==> config.mk <==
export PLATFORM = sky130hd
export DESIGN_NAME = dmhf_queue
export DESIGN_NICKNAME = d
export VERILOG_FILES = /design/src/design/dmhf_pkg.sv /design/src/design/dmhf_queue.sv
export SDC_FILE = /design/constraint.sdc
export NUM_CORES = 1
export LEC_CHECK = 0
export ABC_AREA = 0
export ABC_CLOCK_PERIOD_IN_PS = 1970
export BUFFER_PORTS_ARGS = -buffer_cell sky130_fd_sc_hd__buf_2
export CORE_MARGIN = 2
export CORE_UTILIZATION = 25
export DETAILED_ROUTE_END_ITERATION = 16
export GPL_TIMING_DRIVEN = 0
export PLACE_DENSITY_LB_ADDON = 0.1
export SLEW_MARGIN = 25
export SYNTH_ARGS = -nofsm -noshare
export SYNTH_HDL_FRONTEND = slang
export SYNTH_SLANG_ARGS = --single-unit
==> constraint.sdc <==
create_clock -name aclk -period 1.97 [get_ports aclk]
set_clock_uncertainty 0.05 [all_clocks]
set_input_delay 0.394 -clock aclk [delete_from_list [all_inputs] [get_ports aclk]]
set_output_delay 0.394 -clock aclk [all_outputs]
set_load 0.01 [all_outputs]
==> src/design/dmhf_pkg.sv <==
// Shared types and constants of the depth map hole fill core.
package dmhf_pkg;

    localparam int DEF_MAX_WIDTH  = 2048;
    localparam int DEF_DEPTH_BITS = 32;
    localparam int DEPTH_BITS_MAX = 32;
    localparam int DEPTH_FIELD_W  = 32;
    localparam int SUM_MAX_W      = DEPTH_BITS_MAX + 3;
    localparam int NB_COUNT       = 8;
    localparam int COUNT_W        = 4;
    localparam int REM_W          = COUNT_W - 1;
    localparam int FILL_MIN_COUNT = 3;
    localparam int WIN_TAPS       = 6;
    localparam int DIV_BITS       = 8;

    localparam int CFG_IDX_W  = 1;
    localparam int CFG_DATA_W = 12;
    localparam int ROW_W      = 12;
    localparam int OROW_W     = 11;
    localparam int MAX_HEIGHT = 2048;

    localparam int QUEUE_DEPTH = 4;
    localparam int QPTR_W      = $clog2(QUEUE_DEPTH);
    localparam int QCNT_W      = $clog2(QUEUE_DEPTH + 1);

    localparam logic [CFG_IDX_W-1:0] CFG_IMAGE_WIDTH  = 1'b0;
    localparam logic [CFG_IDX_W-1:0] CFG_IMAGE_HEIGHT = 1'b1;

    localparam logic OP_DRAIN = 1'b1;

    typedef struct packed {
        logic                     operation;
        logic [DEPTH_FIELD_W-1:0] depth;
    } in_item_t;

    typedef struct packed {
        logic [DEPTH_FIELD_W-1:0] filled_depth;
        logic                     was_filled;
        logic                     last_pixel;
    } out_item_t;

    // value is the neighbour sum when fill is set, else the centre pixel
    typedef struct packed {
        logic [SUM_MAX_W-1:0] value;
        logic [COUNT_W-1:0]   cnt;
        logic                 fill;
        logic                 last;
    } job_t;

    typedef struct packed {
        logic full;
        logic nonempty;
    } queue_status_t;

endpackage

==> src/design/dmhf_queue.sv <==
// Short job queue between the front end and the back end.
module dmhf_queue (
    input  logic                    aclk,
    input  logic                    aresetn,
    input  logic                    push,
    input  dmhf_pkg::job_t          push_job,
    input  logic                    pop,
    output dmhf_pkg::job_t          q_job,
    output dmhf_pkg::queue_status_t q_status
);
    import dmhf_pkg::*;

    job_t              entry_reg [QUEUE_DEPTH];
    logic [QPTR_W-1:0] wr_ptr_reg, rd_ptr_reg;
    logic [QCNT_W-1:0] count_reg;

    assign q_job             = entry_reg[rd_ptr_reg];
    assign q_status.full     = count_reg == QCNT_W'(QUEUE_DEPTH);
    assign q_status.nonempty = count_reg != '0;

    function automatic logic [QPTR_W-1:0] ptr_inc(input logic [QPTR_W-1:0] p);
        ptr_inc = (p == QPTR_W'(QUEUE_DEPTH - 1)) ? '0 : p + QPTR_W'(1);
    endfunction

    always_ff @(posedge aclk) begin
        if (push) begin
            entry_reg[wr_ptr_reg] <= push_job;
        end
    end

    always_ff @(posedge aclk) begin
        if (!aresetn) begin
            wr_ptr_reg <= '0;
            rd_ptr_reg <= '0;
            count_reg  <= '0;
        end else begin
            if (push) begin
                wr_ptr_reg <= ptr_inc(wr_ptr_reg);
            end
            if (pop) begin
                rd_ptr_reg <= ptr_inc(rd_ptr_reg);
            end
            if (push && !pop) begin
                count_reg <= count_reg + QCNT_W'(1);
            end else if (pop && !push) begin
                count_reg <= count_reg - QCNT_W'(1);
            end
        end
    end

endmodule

Word level (Yosys, flattened, before mapping)
Memory sizes are Yosys's and may differ from the RTL's. A register that Yosys moved wholly into a read port is not among the register bits.
Index checks and enable logic that the tools add are counted.

cells by class
  add/sub/neg operators = 4
  multipliers = 0
  divide/modulo/power cells = 0
  magnitude comparators = 0
  equal/unequal tests = 3
  shift-type cells = 0
  multiplexer cells = 8
  bitwise operators = 0
  reduce and logical (&&, ||, !) cells = 6

operators by type and width
  kind                                                                number
  2-bit 2-to-1 mux                                                    4
  3-bit 2-to-1 mux                                                    2
  2-bit by 1-bit adder with 2-bit output, second input constant       2
  2-bit equality test, second input constant                          2
  3-bit by 1-bit adder with 3-bit output, second input constant       1
  3-bit equality test, second input constant                          1
  3-bit nonzero test                                                  1
  3-bit by 1-bit subtractor with 3-bit output, second input constant  1
  1-bit logical AND                                                   2
  1-bit zero test                                                     2
  1-bit 2-to-1 mux                                                    2
  2-bit nonzero test                                                  1

word-level totals
  flip-flop bits (word level) = 7
  bits in latches = 0
  memory bits (writable) = 164
  memory bits (read-only) = 0
  bits of input ports = 45
  logic and storage cells = 25
  memories = 1

memory list
  memory     depth  bits a word  rd ports  clocked after memory_dff  write ports  line              source
  entry_reg  4      41           1         1                         1            dmhf_queue.sv:13  job_t entry_reg [QUEUE_DEPTH];

Longest topological paths before layout
Gate-level depths: netlist (run 1).

  word-level depth = 4
  gate-level depth with buffers = 7

Worst setup path before layout (run 1)
No wires, ideal clock.

  path type = register to register
  start point = reg wr_ptr_reg[0]
  end point = mem entry_reg[3][0] in the netlist's numbering, enable pin
  setup time = 0.402 ns
  arrival time = 1.541 ns
  required time = 1.518 ns
  path slack = -0.023 ns
  cell stages (with the launch flop) = 3
  period minus slack after synthesis = 1.993 ns
  cells stage by stage = dfxtp_1 -> ha_1 -> and2_1

RTL lines
  element                 line              source
  from (decl)             dmhf_queue.sv:14  logic [QPTR_W-1:0] wr_ptr_reg, rd_ptr_reg;
  from (signal assigned)  dmhf_queue.sv:38  wr_ptr_reg <= ptr_inc(wr_ptr_reg);
  to (decl)               dmhf_queue.sv:13

Straight into the memory's write port.

==> results of run 1 <==
metrics by stage:
stage / std cells / util / setup slack, ns / hold WS, ns / cell area [µm²]
finish: 710 / 0.323 / -0.206 / 0.141 / 8130
detailed placement: 677 / 0.290 / 0.00297 / 0.466 / 7300
global placement: 676 / 0.289 / -1.18 / 0.432 / 7280
CTS: 710 / 0.321 / -0.264 / 0.114 / 8080
global route: 710 / 0.323 / -0.290 / 0.119 / 8130
floorplan: 259 / - / 0.00239 / 0.417 / 6430
cell usage in the layout (no fill, tap or decap):
cell        Yosys  layout
dfxtp_1         9       7
buf_2           4      58
mux2i_1         4       4
and2_1          5       1
or3_1           2       2
nor2_1          1       1
bufinv_16       0       3
nor2b_1         5       5
ha_1            6       6
xnor2_1         1       1
inv_8           0       1
clkbuf_1        0       3
clkinvlp_4      0       5
inv_6           0       2
o21ai_0         1       1
clkbuf_16       0      17
mux4_2         40      41
dfxtp_2         0       2
a21boi_0        1       1
o21a_1          1       1
xor2_1          1       1
clkinv_1        0       1
buf_12          4       6
buf_6           1      29
nor3_1          1       1
fa_1            1       1
nor3b_1         1       1
buf_16          0       1
edfxtp_1      164     164
and2_4          0       4
inv_1           4       4
buf_4           0       5
final timing paths:
check,slack [ns],start,cells past startpoint,end
setup / recovery,-0.21,flip-flop,4,q_job[36]
hold / removal,0.14,push_job[11],1,entry_reg[3][11]$_DFFE_PP_
hold reg to reg,0.47,count_reg[2]$_SDFFE_PN0P_,2,count_reg[2]$_SDFFE_PN0P_
setup reg to reg,0.29,wr_ptr_reg[0]$_SDFFE_PN0P_,2,entry_reg[3][36]$_DFFE_PP_
cell type report:
type                            instances  share of cell area
Buffer                                  9              0.0160
Clock buffer                           20              0.0537
Clock inverter                         12              0.0197
Inverter                                4             0.00185
Multi-Input combinational cell         72               0.147
Sequential cell                       173               0.628
Tap cell                              330              0.0508
Timing Repair Buffer                   90              0.0826
per-layer routing:
metal	vias up	GRT usage	share of wire	routed length (µm)
li1	1299	-	-	-
met1	1545	0.132	0.45	5900
met2	65	0.167	0.50	6500
met3	7	0.0331	0.044	571
met4	0	0.0287	0.0094	123
met5	-	0	0	0
repair_timing:
item                       4_1_cts  5_1_grt
cloned                           1        0
setup buffers                    1        0
setup endpoints to repair       41       41
gates resized for setup         30        9
hold buffers                     0        0
power by group through the flow:
stage                     clock network (W)  logic [W]  registers (W)
after floorplan                           0   0.000446        0.00432
after global placement                    0   0.000762        0.00433
after detailed placement                  0   0.000778        0.00434
after CTS                           0.00352   0.000872        0.00426
after global routing                0.00366   0.000951        0.00427
final                               0.00340   0.000870        0.00426
cell families (layout without fill, tap and decap cells):
family	count (synthesis)	count (layout)
compound gates	3	3
xor+xnor	2	2
fa+ha+maj	7	7
buf+inv	14	135
flops	173	173
mux	45	45
simple gates	15	15
==> qor.txt, run 1 <==
GRT overflow - 0
Ranking of synthesized cells by area - edfxtp_1 77%, mux4_2 14%, dfxtp_1 2.8%
Nets - 419
Net Sw Power - 0.00186 W
Drc violations - 0
Commonest cells post-synth - 164 x edfxtp_1, 40 x mux4_2, 9 x dfxtp_1
Total Neg Setup Slack - -7.36 ns
Starting density of the core - 0.255
Flop pwr share - 0.499
Chip height - 164 µm
Crit end category - primary output
Fmax - 0.459 GHz
Final Setup Violations - 41
Row cnt - 58
Type of the worst setup path - flip-flop to primary output
Root buffer cell - clkbuf_16
Synth warn - 0
Cell mode on critical path - buf_12
Largest family of logic cells by synthesized area - multiplexers
Sw Ratio - 0.218
Max-slew violations - 0
Synth cell types - 23
Final Hold Fails - 0
Core Area - 25200 µm²
Seq/Total Area, Yosys - 0.794
Worst-path cell chain - buf_12 -> buf_12 -> mux4_2 -> buf_6
Share of layout cells above drive strength 1 - 0.458
Multiplexer share of the synthesized area - 0.151
PwrDens - 1050 nW/µm²
Max Cap Viol - 0
Final cycle utilization of the critical path - 1.10
Vias - 2916
Largest area contributor in the netlist - edfxtp_1
Crit path time final - 2.18 ns
Skew-Pair Late Insertion Delay - 0.41 ns
CTS Buf Count - 17
Req. time, crit path - 1.53 ns
Die Area - 27000 µm²
Gp weighted congestion - 0.640
H-tree depth - 4
Xor/xnor cell area share of the yosys netlist - 0.00273
Post-DRT Antenna Nets - 0
Initial DRC Count - 226
Critical Path Source Type - flip-flop
Crit-path leading delay family - multiplexers
Port bufs - 87
First-pass GRT wire length - 19700 µm
Post-synthesis compound-gate area fraction - 0.00312
Post-DP HPWL - 7540 µm
Initial antenna violation count - 0
Syn avg cell area - 24.8 µm²
Number of flip-flops in the largest register - 164
Critical Path Slowest Stage Cell - mux4_2
DR vias/cell - 4.11
FILL cells - 2412
TritonCTS clock tree - done
Most common cell in the netlist - edfxtp_1
Wire per inst - 18.5 µm
Fraction of registers with async set/reset - 0
Largest net degree at the start of global routing - 42
Layout area overhead - 26.5%
Crit Path Max Fanout - 10
Power after layout - 0.00853 W
Synth top area share - 0.766
Buf/Inv on CP - 3
Simple-gate share of the synthesized area - 0.0142
CTS Buffer Depth - 2
Synthesized Nets - 311
Slew HR - 0.497
Area share of fa/ha/maj cells after synthesis - 0.0148
Die Width - 164 µm
Final Worst Setup Slack - -0.206 ns
Ys flop type - edfxtp_1
Post-synth EDFFs - 164
Internal power - 0.00667 W
Sink Count - 173
Clk slew on worst S/H paths - 0.07 ns
Total GRT Usage - 0.103
Peak VDD IR - 0.482 mV
Area occupied by multi-input gates - 1200 µm²
DRT Wirelength - 13100 µm
Cells after Synth - 259
Data arrival time of the critical path - 1.73 ns
Comb power frac - 0.102
Unrepaired setup endpoints after global routing - yes
HP Class - input port to flip-flop
Clk network pwr share - 0.399
Worst path max stage delay - 0.53 ns
Pin slew with the least headroom to its limit - 0.755 ns
Vias in the first global route - 3224
DRT Pass-1 Iters - 4
I/O Pins - 88
FF+latch count, synth - 173
Status - finished with violations
FF/Latch Area - 5110 µm²
# diodes - 0
Synth Cell Area - 6430 µm²
Failing checks - negative setup slack
Leak - 2.72 nW
Note: power is estimated with default switching activity, not from simulation.
==> inputs of run 2 (changes only) <==
--- a/config.mk
+++ b/config.mk
@@ -8,7 +8,6 @@
 export ABC_AREA = 0
 export ABC_CLOCK_PERIOD_IN_PS = 1970
 export BUFFER_PORTS_ARGS = -buffer_cell sky130_fd_sc_hd__buf_2
-export CORE_MARGIN = 2
 export CORE_UTILIZATION = 25
 export DETAILED_ROUTE_END_ITERATION = 16
 export GPL_TIMING_DRIVEN = 0
==> run 2 against run 1 <==
The run still ends with negative setup slack left. Clock power shrank 6%. Final cell count grew 0.56%. Combinational power grew 4.1%. Sequential share of layout area fell by 0.58 points. Worst setup slack worse by 0.044 ns. Die area is 2.4% lower. Maximum frequency is 2.0% lower. Utilization grew 0.32 points. Critical path type unchanged. Largest power group unchanged. Highest routed layer unchanged.
==> qor.txt, run 2 (same netlist as run 1, synthesis figures left out) <==
Cell mode on critical path - buf_12
Starting density of the core - 0.255 (unchanged)
Slew HR - 0.512 (+0.0150)
Total Neg Setup Slack - -8.88 ns (-1.53 ns)
Vias - 2913 (-0.10%)
Critical Path Slowest Stage Cell - mux4_2
TritonCTS clock tree - done
Power after layout - 0.00836 W (-2.0%)
Crit Path Max Fanout - 5 (-5)
Max Cap Viol - 0 (unchanged)
FF-to-FF Start - wr_ptr_reg[0]$_SDFFE_PN0P_
Worst path max stage delay - 0.55 ns (+0.02 ns)
Root buffer cell - clkbuf_16
DR vias/cell - 4.08 (-0.66%)
Sw Ratio - 0.229 (+0.0107)
Clk slew on worst S/H paths - 0.06 ns (about the same)
Core Area - 25200 µm² (unchanged)
Gp weighted congestion - 0.642 (+0.31%)
Unrepaired setup endpoints after global routing - yes
Wire per inst - 18.4 µm (-0.27%)
Crit path time final - 2.22 ns (+0.0438 ns)
Area occupied by multi-input gates - 1200 µm² (+0.31%)
Max-slew violations - 0 (unchanged)
R2R setup slack - 0.30 ns (about the same)
Crit Reg-Reg Endpoint - entry_reg[3][28]$_DFFE_PP_
Status - finished with violations
Final Worst Setup Slack - -0.250 ns (-0.0438 ns)
Data arrival time of the critical path - 1.78 ns (+0.05 ns)
HP Class - input port to flip-flop
Final Hold Fails - 0 (unchanged)
I/O Pins - 88 (unchanged)
Sink Count - 173 (unchanged)
Nets - 422 (+0.72%)
Finished Cell Area - 8210 µm² (+0.98%)
Leak - 2.76 nW (+1.7%)
Critical Path Source Type - flip-flop
Fmax - 0.450 GHz (-2.0%)
DRT Wirelength - 13100 µm (+0.29%)
FF/Latch Area - 5110 µm² (about the same)
Setup crit end - q_job[31]
Layout area overhead - 27.8%
Die Area - 26300 µm² (-2.4%)
Final cycle utilization of the critical path - 1.13 (+0.0222)
Layout Cells excl Fill - 714 (+0.56%)
Post-DP HPWL - 7410 µm (-1.6%)
Pin slew with the least headroom to its limit - 0.732 ns (-0.0225 ns)
Number of flip-flops in the largest register - 164 (unchanged)
Flop pwr share - 0.509 (+0.010)
PwrDens - 1020 nW/µm² (-2.9%)
Comb power frac - 0.108 (+0.006)
Post-DRT Antenna Nets - 0 (unchanged)
Total GRT Usage - 0.105 (+0.00221)
Share of layout cells above drive strength 1 - 0.467 (+0.00947)
Peak VDD IR - 0.405 mV (-16%)
Initial DRC Count - 145 (-36%)
Chip height - 162 µm (-1.2%)
Internal power - 0.00645 W (-3.3%)
Type of the worst setup path - flip-flop to primary output
R2R depth - 2 (unchanged)
H-tree depth - 4 (unchanged)
Clk network pwr share - 0.383 (-0.016)
Final Setup Violations - 41 (unchanged)
Skew-Pair Late Insertion Delay - 0.42 ns (about the same)
Commonest non-fill, non-tap cell in the layout - edfxtp_1
First-pass GRT wire length - 19300 µm (-1.7%)
Port bufs - 87 (unchanged)
FILL cells - 2411 (-0.041%)
Die Width - 162 µm (-1.2%)
Initial antenna violation count - 1 (+1)
Failing checks - negative setup slack
DRT Pass-1 Iters - 4 (unchanged)
Post-DP Area - 7300 µm² (unchanged)
Dpl cells - 677 (unchanged)
Vias in the first global route - 3158 (-2.0%)
Crit end category - primary output
Worst-path cell chain - buf_12 -> buf_12 -> mux4_2 -> buf_6
GRT overflow - 0 (unchanged)
Row cnt - 58 (unchanged)
CTS Buffer Depth - 2 (unchanged)
Req. time, crit path - 1.53 ns (about the same)
Largest net degree at the start of global routing - 42 (unchanged)
Most frequent cells in the layout - 164 x edfxtp_1, 56 x buf_2, 40 x mux4_2
Drc violations - 0 (unchanged)
Net Sw Power - 0.00191 W (+2.9%)
CTS Buf Count - 17 (unchanged)
run 2: how the worst min path moves through the flow:
stage | from | to | slack, ns | cells after the start
after floorplan | count_reg[2]$_SDFFE_PN0P_ | count_reg[2]$_SDFFE_PN0P_ | 0.42 | 2
after global placement | count_reg[2]$_SDFFE_PN0P_ | count_reg[2]$_SDFFE_PN0P_ | 0.44 | 2
after detailed placement | count_reg[2]$_SDFFE_PN0P_ | count_reg[2]$_SDFFE_PN0P_ | 0.45 | 2
after CTS | push_job[34] | entry_reg[0][34]$_DFFE_PP_ | 0.12 | 1
after global routing | push_job[3] | entry_reg[2][3]$_DFFE_PP_ | 0.12 | 1
final | push_job[15] | entry_reg[3][15]$_DFFE_PP_ | 0.14 | 1
run 2: what timing repair did:
item | 4_1_cts | 5_1_grt
hold buffers | 0 | 0
setup buffers | 0 | 0
gates cloned | 1 | 4
pin swaps | 0 | 0
setup endpoints to repair | 41 | 41
hold endpoints to repair | 0 | 0
gates resized for setup | 24 | 21
run 2: layer usage:
metal,vias to the layer above,routed length (µm),track usage,share of wire
met4,0,206,0.0425,0.016
met2,69,6470,0.172,0.49
met5,-,0,0,0
met3,16,579,0.0301,0.044
li1,1313,-,-,-
met1,1515,5890,0.130,0.45
run 2: per-stage QoR:
stage	hold slack [ns]	setup slack [ns]	utilization
floorplan	0.417	0.00239	-
global placement	0.445	-1.12	0.289
detailed placement	0.453	-0.0457	0.290
CTS	0.117	-0.291	0.318
global route	0.120	-0.312	0.326
finish	0.140	-0.250	0.326
run 2: power by group through the flow:
stage	clock, W	combinational [W]	sequential, W
after floorplan	0	0.000446	0.00432
after global placement	0	0.000760	0.00433
after detailed placement	0	0.000780	0.00433
after CTS	0.00330	0.000851	0.00426
after global routing	0.00343	0.000988	0.00427
final	0.00320	0.000906	0.00426
run 2: critical path, delay by kind of cell, from the launching register on:
family                 cells  cell delay [ns]
muxes                      1             0.55
buffers and inverters      3             0.43
DFF                        1             0.38
run 2: cell type report:
| type | count | share of cell area |
|---|---|---|
| diodes | 1 | 0.000305 |
| plain buffers | 9 | 0.0158 |
| clock buffers | 17 | 0.0518 |
| clock inverters | 15 | 0.0168 |
| inverters | 4 | 0.00183 |
| multi-input cells | 72 | 0.146 |
| flip-flops and latches | 173 | 0.622 |
| well taps | 330 | 0.0503 |
| repair buffers | 93 | 0.0946 |
