## config.mk

```make
export PLATFORM = sky130hd
export DESIGN_NAME = dmhf_back
export DESIGN_NICKNAME = d
export VERILOG_FILES = /design/src/design/dmhf_pkg.sv /design/src/design/dmhf_back.sv
export SDC_FILE = /design/constraint.sdc
export NUM_CORES = 1
export LEC_CHECK = 0
export BUFFER_PORTS_ARGS = -buffer_cell sky130_fd_sc_hd__buf_2
export CORE_UTILIZATION = 45
export CTS_BUF_LIST = sky130_fd_sc_hd__clkbuf_16
export DETAILED_ROUTE_END_ITERATION = 10
export PLACE_DENSITY = 0.76
export RECOVER_POWER = 50
export SETUP_SLACK_MARGIN = 0.5
export SYNTH_ARGS = -nofsm -noshare
export SYNTH_HDL_FRONTEND = slang
export SYNTH_SLANG_ARGS = --single-unit
```

## constraint.sdc

```tcl
create_clock -name aclk -period 9 [get_ports aclk]
set_input_delay 1.8 -clock aclk [delete_from_list [all_inputs] [get_ports aclk]]
set_output_delay 1.8 -clock aclk [all_outputs]
set_load 0.01 [all_outputs]
```

## src/design/dmhf_pkg.sv

```systemverilog
// Shared types and constants of the depth map hole fill core.
package dmhf_pkg;

    localparam int DEF_MAX_WIDTH  = 2048;
    localparam int DEF_DEPTH_BITS = 32;
    localparam int DEPTH_BITS_MAX = 32;
    localparam int DEPTH_FIELD_W  = 32;
    localparam int SUM_MAX_W      = DEPTH_BITS_MAX + 3;
    localparam int NB_COUNT       = 8;
    localparam int COUNT_W        = 4;
    localparam int REM_W          = COUNT_W - 1;
    localparam int FILL_MIN_COUNT = 3;
    localparam int WIN_TAPS       = 6;
    localparam int DIV_BITS       = 8;

    localparam int CFG_IDX_W  = 1;
    localparam int CFG_DATA_W = 12;
    localparam int ROW_W      = 12;
    localparam int OROW_W     = 11;
    localparam int MAX_HEIGHT = 2048;

    localparam int QUEUE_DEPTH = 4;
    localparam int QPTR_W      = $clog2(QUEUE_DEPTH);
    localparam int QCNT_W      = $clog2(QUEUE_DEPTH + 1);

    localparam logic [CFG_IDX_W-1:0] CFG_IMAGE_WIDTH  = 1'b0;
    localparam logic [CFG_IDX_W-1:0] CFG_IMAGE_HEIGHT = 1'b1;

    localparam logic OP_DRAIN = 1'b1;

    typedef struct packed {
        logic                     operation;
        logic [DEPTH_FIELD_W-1:0] depth;
    } in_item_t;

    typedef struct packed {
        logic [DEPTH_FIELD_W-1:0] filled_depth;
        logic                     was_filled;
        logic                     last_pixel;
    } out_item_t;

    // value is the neighbour sum when fill is set, else the centre pixel
    typedef struct packed {
        logic [SUM_MAX_W-1:0] value;
        logic [COUNT_W-1:0]   cnt;
        logic                 fill;
        logic                 last;
    } job_t;

    typedef struct packed {
        logic full;
        logic nonempty;
    } queue_status_t;

endpackage

```

## src/design/dmhf_back.sv

```systemverilog
// Back end: neighbour mean divider and output register.
module dmhf_back #(
    parameter int DEPTH_BITS = dmhf_pkg::DEF_DEPTH_BITS
) (
    input  logic                    aclk,
    input  logic                    aresetn,
    input  dmhf_pkg::job_t          q_job,
    input  dmhf_pkg::queue_status_t q_status,
    output logic                    pop,
    output logic                    m_valid,
    input  logic                    m_ready,
    output dmhf_pkg::out_item_t     m_data
);
    import dmhf_pkg::*;

    localparam int SUM_W     = DEPTH_BITS + 3;
    localparam int DIV_STEPS = (SUM_W + DIV_BITS - 1) / DIV_BITS;
    localparam int PAD_W     = DIV_STEPS * DIV_BITS;
    localparam int STEP_W    = (DIV_STEPS > 1) ? $clog2(DIV_STEPS) : 1;

    typedef enum logic [2:0] {
        ST_IDLE   = 3'b001,
        ST_DIV    = 3'b010,
        ST_RESULT = 3'b100
    } back_state_t;

    back_state_t         state_reg, state_next;
    logic [PAD_W-1:0]    div_sh_reg, div_sh_next;
    logic [REM_W-1:0]    div_rem_reg, div_rem_next;
    logic [COUNT_W-1:0]  div_cnt_reg, div_cnt_next;
    logic [STEP_W-1:0]   step_reg, step_next;
    logic                last_reg, last_next;
    logic                m_valid_reg, m_valid_next;
    out_item_t           m_data_reg, m_data_next;

    logic [DIV_BITS-1:0] digits, qbits;
    logic [REM_W-1:0]    rem_out;
    logic                out_free;

    assign out_free = !m_valid_reg || m_ready;
    assign m_valid  = m_valid_reg;
    assign m_data   = m_data_reg;
    assign digits   = div_sh_reg[PAD_W-1 -: DIV_BITS];

    // one quotient digit of DIV_BITS bits per cycle, divisor is 4..8
    always_comb begin
        logic [COUNT_W-1:0] t;
        logic [REM_W-1:0]   r;
        r = div_rem_reg;
        for (int i = DIV_BITS - 1; i >= 0; i--) begin
            t = {r, digits[i]};
            if (t >= div_cnt_reg) begin
                t        = t - div_cnt_reg;
                qbits[i] = 1'b1;
            end else begin
                qbits[i] = 1'b0;
            end
            r = t[REM_W-1:0];
        end
        rem_out = r;
    end

    always_comb begin
        state_next   = state_reg;
        div_sh_next  = div_sh_reg;
        div_rem_next = div_rem_reg;
        div_cnt_next = div_cnt_reg;
        step_next    = step_reg;
        last_next    = last_reg;
        m_valid_next = m_valid_reg && !m_ready;
        m_data_next  = m_data_reg;
        pop          = 1'b0;
        unique case (state_reg)
            ST_IDLE: begin
                if (q_status.nonempty) begin
                    if (q_job.fill) begin
                        pop          = 1'b1;
                        div_sh_next  = PAD_W'(q_job.value[SUM_W-1:0]);
                        div_rem_next = '0;
                        div_cnt_next = q_job.cnt;
                        step_next    = STEP_W'(DIV_STEPS - 1);
                        last_next    = q_job.last;
                        state_next   = ST_DIV;
                    end else if (out_free) begin
                        pop                      = 1'b1;
                        m_valid_next             = 1'b1;
                        m_data_next.filled_depth = DEPTH_FIELD_W'(q_job.value[DEPTH_BITS-1:0]);
                        m_data_next.was_filled   = 1'b0;
                        m_data_next.last_pixel   = q_job.last;
                    end
                end
            end
            ST_DIV: begin
                div_sh_next  = {div_sh_reg[PAD_W-DIV_BITS-1:0], qbits};
                div_rem_next = rem_out;
                if (step_reg == '0) begin
                    state_next = ST_RESULT;
                end else begin
                    step_next = step_reg - STEP_W'(1);
                end
            end
            ST_RESULT: begin
                if (out_free) begin
                    m_valid_next             = 1'b1;
                    m_data_next.filled_depth = DEPTH_FIELD_W'(div_sh_reg[DEPTH_BITS-1:0]);
                    m_data_next.was_filled   = 1'b1;
                    m_data_next.last_pixel   = last_reg;
                    state_next               = ST_IDLE;
                end
            end
            default: begin
                state_next = ST_IDLE;
            end
        endcase
    end

    always_ff @(posedge aclk) begin
        if (!aresetn) begin
            state_reg   <= ST_IDLE;
            m_valid_reg <= 1'b0;
        end else begin
            state_reg   <= state_next;
            m_valid_reg <= m_valid_next;
        end
    end

    always_ff @(posedge aclk) begin
        div_sh_reg  <= div_sh_next;
        div_rem_reg <= div_rem_next;
        div_cnt_reg <= div_cnt_next;
        step_reg    <= step_next;
        last_reg    <= last_next;
        m_data_reg  <= m_data_next;
    end

endmodule

```

* Word level (Yosys, flattened, before mapping) *
Cells that the tools add are included.

storage, ports and cells
  latch bits = 0
  memories = 0
  output and inout port bits = 36
  word-level logic and storage cells = 93
  RAM bits = 0
  ROM bits = 0
  register bits = 89

cells by class
  magnitude comparators = 8
  mux-type cells = 44
  bitwise gates (word level) = 0
  equal/unequal tests = 10
  shift-type cells = 0
  div/mod/pow operators = 0
  reduce and logical (&&, ||, !) cells = 12
  multiply operators = 0
  add/subtract/negate cells = 9

operators by type and width
  operator               count
  $mux W34               4
  $mux W40               2
  $pmux W40 S2           1
  $pmux W34 S2           1
  $mux W3                17
  $ge A4 B4 Y1           8
  $sub A3 B3 Y3          8
  $mux W1                15
  $ne A2 B2 Y1 const B   7
  $pmux W3 S2            2
  $pmux W3 S3            1
  $reduce_and A4 Y1      2
  $reduce_and A3 Y1      2
  $reduce_and A5 Y1      1
  $reduce_bool A2 Y1     2
  $eq A3 B1 Y1 const B   1
  $eq A3 B2 Y1 const B   1
  $eq A3 B3 Y1 const B   1
  $logic_not A3 Y1       1
  $sub A3 B1 Y3 const B  1
  $logic_not A1 Y1       2
  $pmux W1 S2            1
  $logic_and A1 B1 Y1    1
  $logic_or A1 B1 Y1     1

* Logic depth before layout (Yosys ltp) *
Gate-level depths: netlist (run 1).

  depth after elaboration = 17
  depth in mapped cells = 45

* Least setup slack after synthesis (run 1) *
No wires, ideal clock.

  kind = reg2reg
  start = reg div_cnt_reg[1]
  end = reg div_rem_reg[0], data pin
  path slack = -0.006 ns
  setup time = 0.266 ns
  period minus slack after synthesis = 9.006 ns
  stages on the path, launching flop included = 39
  path buffers = 0
  data arrival time = 8.740 ns
  required time = 8.734 ns
  path through = edfxtp_1 inv_1 fa_1 a21oi_1 o21ai_1 mux2_2 ha_1 nand2_1 o211a_1 a21oi_2 inv_2 fa_1 a21boi_0 o21ai_1 mux2_2 ha_1 a21oi_1 o21ai_1 [3 not listed] a21boi_0 o21ai_1 mux2_2 ha_1 a21oi_1 o21ai_0 a32o_2 fa_1 a31oi_1 nor2_1 a21oi_1 inv_1 fa_1 a211o_1 a21oi_1 nor2_1 a21oi_1 nor2_1

between the ends
  longest elaborated chain between the ends = 17
  elaborated cells on any way between the ends = 24
  classes of those cells = 7 x add/sub; 8 x order compare; 9 x mux

RTL lines
  what                                           RTL line                          source
  start, declared                                dmhf_back.sv:30                   logic [COUNT_W-1:0] div_cnt_reg, div_cnt_next;
  start signal, assigned                         dmhf_back.sv:130                  div_cnt_reg <= div_cnt_next;
  $ge A4 B4 Y1 or $sub A3 B3 Y3 (tied branches)  dmhf_back.sv:52, dmhf_back.sv:53
  $mux W3                                        dmhf_back.sv:52                   if (t >= div_cnt_reg) begin
  $ge A4 B4 Y1 or $sub A3 B3 Y3 (tied branches)  dmhf_back.sv:52, dmhf_back.sv:53
  $mux W3                                        dmhf_back.sv:52
  $ge A4 B4 Y1 or $sub A3 B3 Y3 (tied branches)  dmhf_back.sv:52, dmhf_back.sv:53
  $mux W3                                        dmhf_back.sv:52
  $ge A4 B4 Y1 or $sub A3 B3 Y3 (tied branches)  dmhf_back.sv:52, dmhf_back.sv:53
  $mux W3                                        dmhf_back.sv:52
  $ge A4 B4 Y1 or $sub A3 B3 Y3 (tied branches)  dmhf_back.sv:52, dmhf_back.sv:53
  $mux W3                                        dmhf_back.sv:52
  $ge A4 B4 Y1 or $sub A3 B3 Y3 (tied branches)  dmhf_back.sv:52, dmhf_back.sv:53
  $mux W3                                        dmhf_back.sv:52
  $ge A4 B4 Y1 or $sub A3 B3 Y3 (tied branches)  dmhf_back.sv:52, dmhf_back.sv:53
  $mux W3                                        dmhf_back.sv:52
  $ge A4 B4 Y1 *                                 dmhf_back.sv:52
  $mux W3 *                                      dmhf_back.sv:52
  $pmux W3 S2 *                                  dmhf_back.sv:73                   unique case (state_reg)
  end signal, assigned                           dmhf_back.sv:129                  div_rem_reg <= div_rem_next;
  end, declared                                  dmhf_back.sv:29                   logic [REM_W-1:0] div_rem_reg, div_rem_next;

Every way passes the cells marked *; elsewhere a longest branch is shown, timed or not.
A chain may end at the register's enable or synchronous reset.

* Worst setup path after layout (run 1) *
  start = reg div_cnt_reg[0]
  end = reg div_rem_reg[2], data pin

between the ends
  longest elaborated chain between the ends = 17
  elaborated cells on any way between the ends = 25
  classes of those cells = 8 x add/sub; 8 x order compare; 9 x mux

RTL lines
  what                                           RTL line
  $ge A4 B4 Y1 or $sub A3 B3 Y3 (tied branches)  dmhf_back.sv:52, dmhf_back.sv:53
  $mux W3                                        dmhf_back.sv:52
  $ge A4 B4 Y1 or $sub A3 B3 Y3 (tied branches)  dmhf_back.sv:52, dmhf_back.sv:53
  $mux W3                                        dmhf_back.sv:52
  $ge A4 B4 Y1 or $sub A3 B3 Y3 (tied branches)  dmhf_back.sv:52, dmhf_back.sv:53
  $mux W3                                        dmhf_back.sv:52
  $ge A4 B4 Y1 or $sub A3 B3 Y3 (tied branches)  dmhf_back.sv:52, dmhf_back.sv:53
  $mux W3                                        dmhf_back.sv:52
  $ge A4 B4 Y1 or $sub A3 B3 Y3 (tied branches)  dmhf_back.sv:52, dmhf_back.sv:53
  $mux W3                                        dmhf_back.sv:52
  $ge A4 B4 Y1 or $sub A3 B3 Y3 (tied branches)  dmhf_back.sv:52, dmhf_back.sv:53
  $mux W3                                        dmhf_back.sv:52
  $ge A4 B4 Y1 or $sub A3 B3 Y3 (tied branches)  dmhf_back.sv:52, dmhf_back.sv:53
  $mux W3                                        dmhf_back.sv:52
  $ge A4 B4 Y1 or $sub A3 B3 Y3 (tied branches)  dmhf_back.sv:52, dmhf_back.sv:53
  $mux W3 *                                      dmhf_back.sv:52
  $pmux W3 S2 *                                  dmhf_back.sv:73

Marks and branches as above.

==> impl_metrics.tcl, run 1 <==
set metrics [dict create \
    synth_top_family_by_area "simple AND/OR/NAND/NOR gates" \
    grt-ovfl-total 0 \
    synth_edf_count 85 \
    status "complete, but fails checks" \
    antenna_found_initial 0 \
    htree_num_levels 3 \
    die_width_um 107.0 \
    cts.sinks 89 \
    hold_class "reg -> reg" \
    drive_gt1_share_pct 40.43 \
    worst_slew_pin_slew_ns 2.030 \
    grt_usage_pct 20.30 \
    path_common_cell "a21oi_2" \
    synth_compound_area_share_pct 7.671 \
    ir_worst_vdd_mv 0.2933 \
    port_buffers 80 \
    grt_first_pass_wirelength_mm 17.75 \
    fin_crit_ns 8.673 \
    r2r_start "div_cnt_reg[0]$_DFFE_PP_" \
    synthSimpleGateAreaFrac_pct 12.41 \
    synth_area_per_cell_um2 11.48 \
    grt_max_degree 44 \
    muxShareOfSynthArea_pct 10.17 \
    slowest_delay_ns 0.46 \
    cp_slowest_cell "edfxtp_1" \
    ioPinCount 82 \
    combPwrFrac_pct 62.9 \
    drc_errors 0 \
    rsz0062_at_grt "true" \
    setup_violations 0 \
    vias_per_cell 5.314 \
    coreArea_um2 10510 \
    switchingPower_mw 0.9021 \
    syn-cell-area_um2 4959 \
    place_hpwl_mm 7.781 \
    hold_viol 0 \
    required_ns 9.08 \
    routed_wl_mm 11.96 \
    pwr-share-seq_pct 20.9 \
    crit_type "reg -> reg" \
    syn-num-nets 520 \
    worstPathMaxFanout 4 \
    fin_util_pct 61.26 \
    seq_area_frac_synth_pct 53.09 \
    slew_violations 122 \
    power.clock.fraction_pct 16.2 \
    pwr_density_cell_nw_per_um2 370.6 \
    synth_warnings 0 \
    post-route-period-util_pct 96.37 \
    cts_made_buffers 9 \
    max_cap_viol_count 3 \
    cp-startpoint "div_cnt_reg[0]$_DFFE_PP_" \
    drt_pre_antenna_iters 4 \
    slew_headroom_pct -35.33 \
    grt_pass1_vias 3729 \
    leakage_nw 2.651 \
    fmax_mhz 115.3 \
    num_rows 37 \
    antenna_cells 0 \
    yosysUniqueCellTypes 39 \
    clk_latency_ns 0.34 \
    hold_path_startpoint "div_sh_reg[16]$_DFFE_PP_" \
    synthXorXnorAreaFrac_pct 1.236 \
    p_sw_share_pct 37.81 \
    arrival_ns 8.75 \
    start_kind "register" \
    clkTransAtPathRegs_ns 0.07 \
    ys.flop_type "edfxtp_1" \
    nets 637 \
    cts_tree "built" \
    violations "max-capacitance violations, max-slew violations" \
    wl_per_cell_um 17.33 \
    drt-initial-drc-count 255 \
    finalSetupTns_ns 0 \
    post-place-ws_ns -0.02929 \
    fin_ws_ns 0.3266 \
    vias 3667 \
    clockBufferDepth 2 \
    die_area_um2 11440 \
    finClkSkew_ns 0.008958 \
    end_kind "register" \
    synth-adder-area-share_pct 11.81 \
    globalplace.congestion 0.8345 \
    ant_nets 0 \
    async_flop_share_pct 0 \
    die_h_um 107.0 \
    floorplan.initialDensity_pct 47.18 \
    syn_to_final_growth_pct 29.83 \
    synthCells 432 \
    largest_reg_flops 40 \
    yosys_register_bits 89 \
    internal_power_mw 1.484 \
    cts-root-buf "clkbuf_16" \
]
## routing by layer
layer	track usage (%)	vias up	part of all wire [%]	wire (um)
met5	0	-	0	0
met4	7.534	0	2.7	320
met3	4.073	24	5.6	664
met2	33.96	122	50	5975
met1	26.04	1770	42	4995
li1	-	1751	-	-
## path summary, 6_finish.rpt
| path | endpoint | slack [ns] | cells after the start |
|---|---|---|---|
| min | div_sh_reg[24]$_DFFE_PP_ | 0.54 | 2 |
| max reg2reg | div_rem_reg[2]$_SDFFCE_PN0P_ | 0.33 | 41 |
| max | div_rem_reg[2]$_SDFFCE_PN0P_ | 0.33 | 41 |
| min reg2reg | div_sh_reg[24]$_DFFE_PP_ | 0.54 | 2 |
## kinds of logic after synthesis
kind of cell,after synthesis
AO/OA/AOI/OAI,60
buffers and inverters,43
adder cells (fa/ha/maj),42
multiplexers,45
AND/OR/NAND/NOR,146
XOR/XNOR,7
flip-flops,89
## area by class of cell
class	count	area, um^2
Clock inverter	7	83.83
Clock buffer	9	225.2
Inverter	30	115.1
Tap cell	136	170.2
Fill cell	776	4071
Multi-Input combinational cell	300	2541
Timing Repair Buffer	119	669.4
Sequential cell	89	2633
## cells in the final DEF (no fill, tap or decap), types with 10 or more instances in the layout
cell type | Yosys | final
clkbuf_1 | 7 | 22
inv_1 | 27 | 22
buf_2 | 2 | 61
ha_4 | 0 | 10
ha_1 | 34 | 24
nand2_1 | 112 | 107
a21oi_2 | 5 | 14
edfxtp_1 | 85 | 85
mux2_2 | 39 | 34
buf_4 | 4 | 33
## critical path, delay by kind of cell, from the launching register on
kind                     cells  cell delay (ns)
multiplexers                 4             1.32
AND/OR/NAND/NOR              5             0.49
buffers and inverters        6             0.52
AO/OA/AOI/OAI               17             2.76
flip-flops                   1             0.46
adder cells (fa/ha/maj)      9             2.85
## cell usage after synthesis, types with 6 or more instances
cell type / count / area (um^2)
xnor2_1: 6 / 52.55
and2_1: 7 / 43.79
inv_1: 27 / 101.4
o21ai_0: 8 / 40.04
nor2b_1: 6 / 37.54
mux2_2: 39 / 439.2
ha_1: 34 / 425.4
o21ai_1: 12 / 60.06
fa_1: 8 / 160.2
clkbuf_1: 7 / 26.28
edfxtp_1: 85 / 2552
nand2_1: 112 / 420.4
a21oi_1: 18 / 90.09
nor2_1: 12 / 45.04
## per-stage QoR
stage          hold slack (ns)  instances  power, mW  cell area [um^2]
2_1_floorplan           0.5036        432      1.178              5015
3_3_place_gp            0.5157        650      1.420              5658
3_5_place_dp            0.5213        650      1.467              5658
4_1_cts                 0.5496        680      2.050              6210
5_1_grt                 0.5703        690      2.528              6437
6_report                0.5428        690      2.386              6437
## power by group through the flow
stage | Sequential [mW] | Combinational, mW | Clock [mW]
2_1_floorplan | 0.510 | 0.667 | 0
3_3_place_gp | 0.505 | 0.914 | 0
3_5_place_dp | 0.506 | 0.960 | 0
4_1_cts | 0.497 | 1.16 | 0.392
5_1_grt | 0.500 | 1.62 | 0.406
6_report | 0.498 | 1.50 | 0.388
## repair_timing
item / in CTS / in global routing
pin swaps: 23 / 37
resized for setup: 30 / 45
hold endpoints to repair: 0 / 0
hold buffers: 0 / 0
cloned: 0 / 0
endpoints found under the setup margin: 4 / 4
buffers inserted: 14 / 10
No activity file was read; power rests on OpenSTA's default activity.
==> inputs of run 2 (changes only) <==
- GPL_ROUTABILITY_DRIVEN: unset -> 0
- RECOVER_POWER: 50 -> 25
==> impl_metrics.tcl, run 2 (same netlist as run 1, synthesis figures left out) <==
set metrics [dict create \
    start_kind "register" \
    cts_hold_buffers 0 \
    grtUsageMet3_pct 4.073 \
    layout_common_cells "nand2_1, edfxtp_1, buf_2, mux2_2, buf_4" \
    slew_violations 122 \
    required_ns 9.08 \
    drt-initial-drc-count 243 \
    met1_usage_pct 26.04 \
    max_cap_viol_count 3 \
    final_common_cell "nand2_1" \
    crit_type "reg -> reg" \
    path_common_cell "a21oi_2" \
    ant_nets 0 \
    vias 3674 \
    setup_violations 0 \
    antenna_cells 0 \
    grt_usage_pct 20.30 \
    worstPathMaxFanout 4 \
    status "complete, but fails checks" \
    post-place-ws_ns -0.02929 \
    timing.hold.ws_ns 0.5427 \
    finalSetupTns_ns 0 \
    drt_pre_antenna_iters 4 \
    syn_to_final_growth_pct 30.31 \
    arrival_ns 8.73 \
    place_hpwl_mm 7.781 \
    clockBufferDepth 2 \
    fmax_mhz 115.5 \
    cts_made_buffers 9 \
    slew_headroom_pct -35.42 \
    layout.cells.non_filler 690 \
    grt_first_pass_wirelength_mm 17.75 \
    floorplan.initialDensity_pct 47.18 \
    num_rows 37 \
    p_total_mw 2.386 \
    post-route-period-util_pct 96.17 \
    clkTransAtPathRegs_ns 0.07 \
    fill_cells 767 \
    antenna_found_initial 0 \
    final_area_um2 6461 \
    slowest_delay_ns 0.46 \
    cp_slowest_cell "edfxtp_1" \
    port_buffers 80 \
    grt-ovfl-total 0 \
    htree_num_levels 3 \
    die_area_um2 11440 \
    die_width_um 107.0 \
    finClkSkew_ns 0.008101 \
    drc_errors 0 \
    leakage_nw 2.706 \
    hold_viol 0 \
    hold_class "reg -> reg" \
    nets 637 \
    cts.sinks 89 \
    rsz0062_at_grt "true" \
    pwr_density_cell_nw_per_um2 369.2 \
    busiest_layer "met2" \
    critPathBufInv 6 \
    largest_reg_flops 40 \
    post_dp_cell_area_um2 5658 \
    drive_gt1_share_pct 44.04 \
    use_met2_pct 33.96 \
    die_h_um 107.0 \
    fin_util_pct 61.48 \
    coreArea_um2 10510 \
    violations "max-capacitance violations, max-slew violations" \
    grt_max_degree 44 \
    grt_pass1_vias 3729 \
    vias_per_cell 5.325 \
    ir_worst_vdd_mv 0.2933 \
    routed_wl_mm 11.91 \
    fin_ws_ns 0.3443 \
    ioPinCount 82 \
    fin_crit_ns 8.656 \
    dp_cells 650 \
    cts-root-buf "clkbuf_16" \
    cts_tree "built" \
    crit_family "adder cells" \
    worst_slew_pin_slew_ns 2.031 \
    clk_latency_ns 0.33 \
    wl_per_cell_um 17.27 \
    end_kind "register" \
]
[run 2: layout make-up]
type | count | area (um^2) | share of cell area (%)
multi-input combinational | 300 | 2541 | 39.33
tap | 136 | 170.2 | 2.634
clock inverter | 7 | 83.83 | 1.297
timing repair buffer | 119 | 693.2 | 10.73
inverter | 30 | 115.1 | 1.782
clock buffer | 9 | 225.2 | 3.486
sequential | 89 | 2633 | 40.74
[run 2: timing repair]
action,4_1_cts,5_1_grt
resized for setup,30,45
pin swaps,23,37
buffers inserted,14,10
endpoints found under the setup margin,4,4
[run 2: worst paths after layout]
kind,cells after the start,slack (ns),from,endpoint
setup / recovery,41,0.34,div_cnt_reg[0]$_DFFE_PP_,div_rem_reg[2]$_SDFFCE_PN0P_
setup reg to reg,41,0.34,div_cnt_reg[0]$_DFFE_PP_,div_rem_reg[2]$_SDFFCE_PN0P_
hold / removal,2,0.54,div_sh_reg[16]$_DFFE_PP_,div_sh_reg[24]$_DFFE_PP_
hold reg to reg,2,0.54,div_sh_reg[16]$_DFFE_PP_,div_sh_reg[24]$_DFFE_PP_
[run 2: layer usage]
metal,share of wire (%),up-vias
met5,0,-
met4,2.5,0
met3,5.6,22
met2,50,128
met1,42,1778
li1,-,1746
[run 2: report_power, final]
group          switching, mW  leakage, nW  internal [mW]
Sequential            0.0114        0.827          0.486
Clock                  0.166        0.155          0.222
Combinational          0.723         1.72          0.777
Total                  0.901         2.71           1.48
[run 2: worst min-delay path, delay by kind of cell, from the launching register on]
kind / cells / cell delay [ns]
AND/OR/NAND/NOR: 2 / 0.10
flip-flops: 1 / 0.34
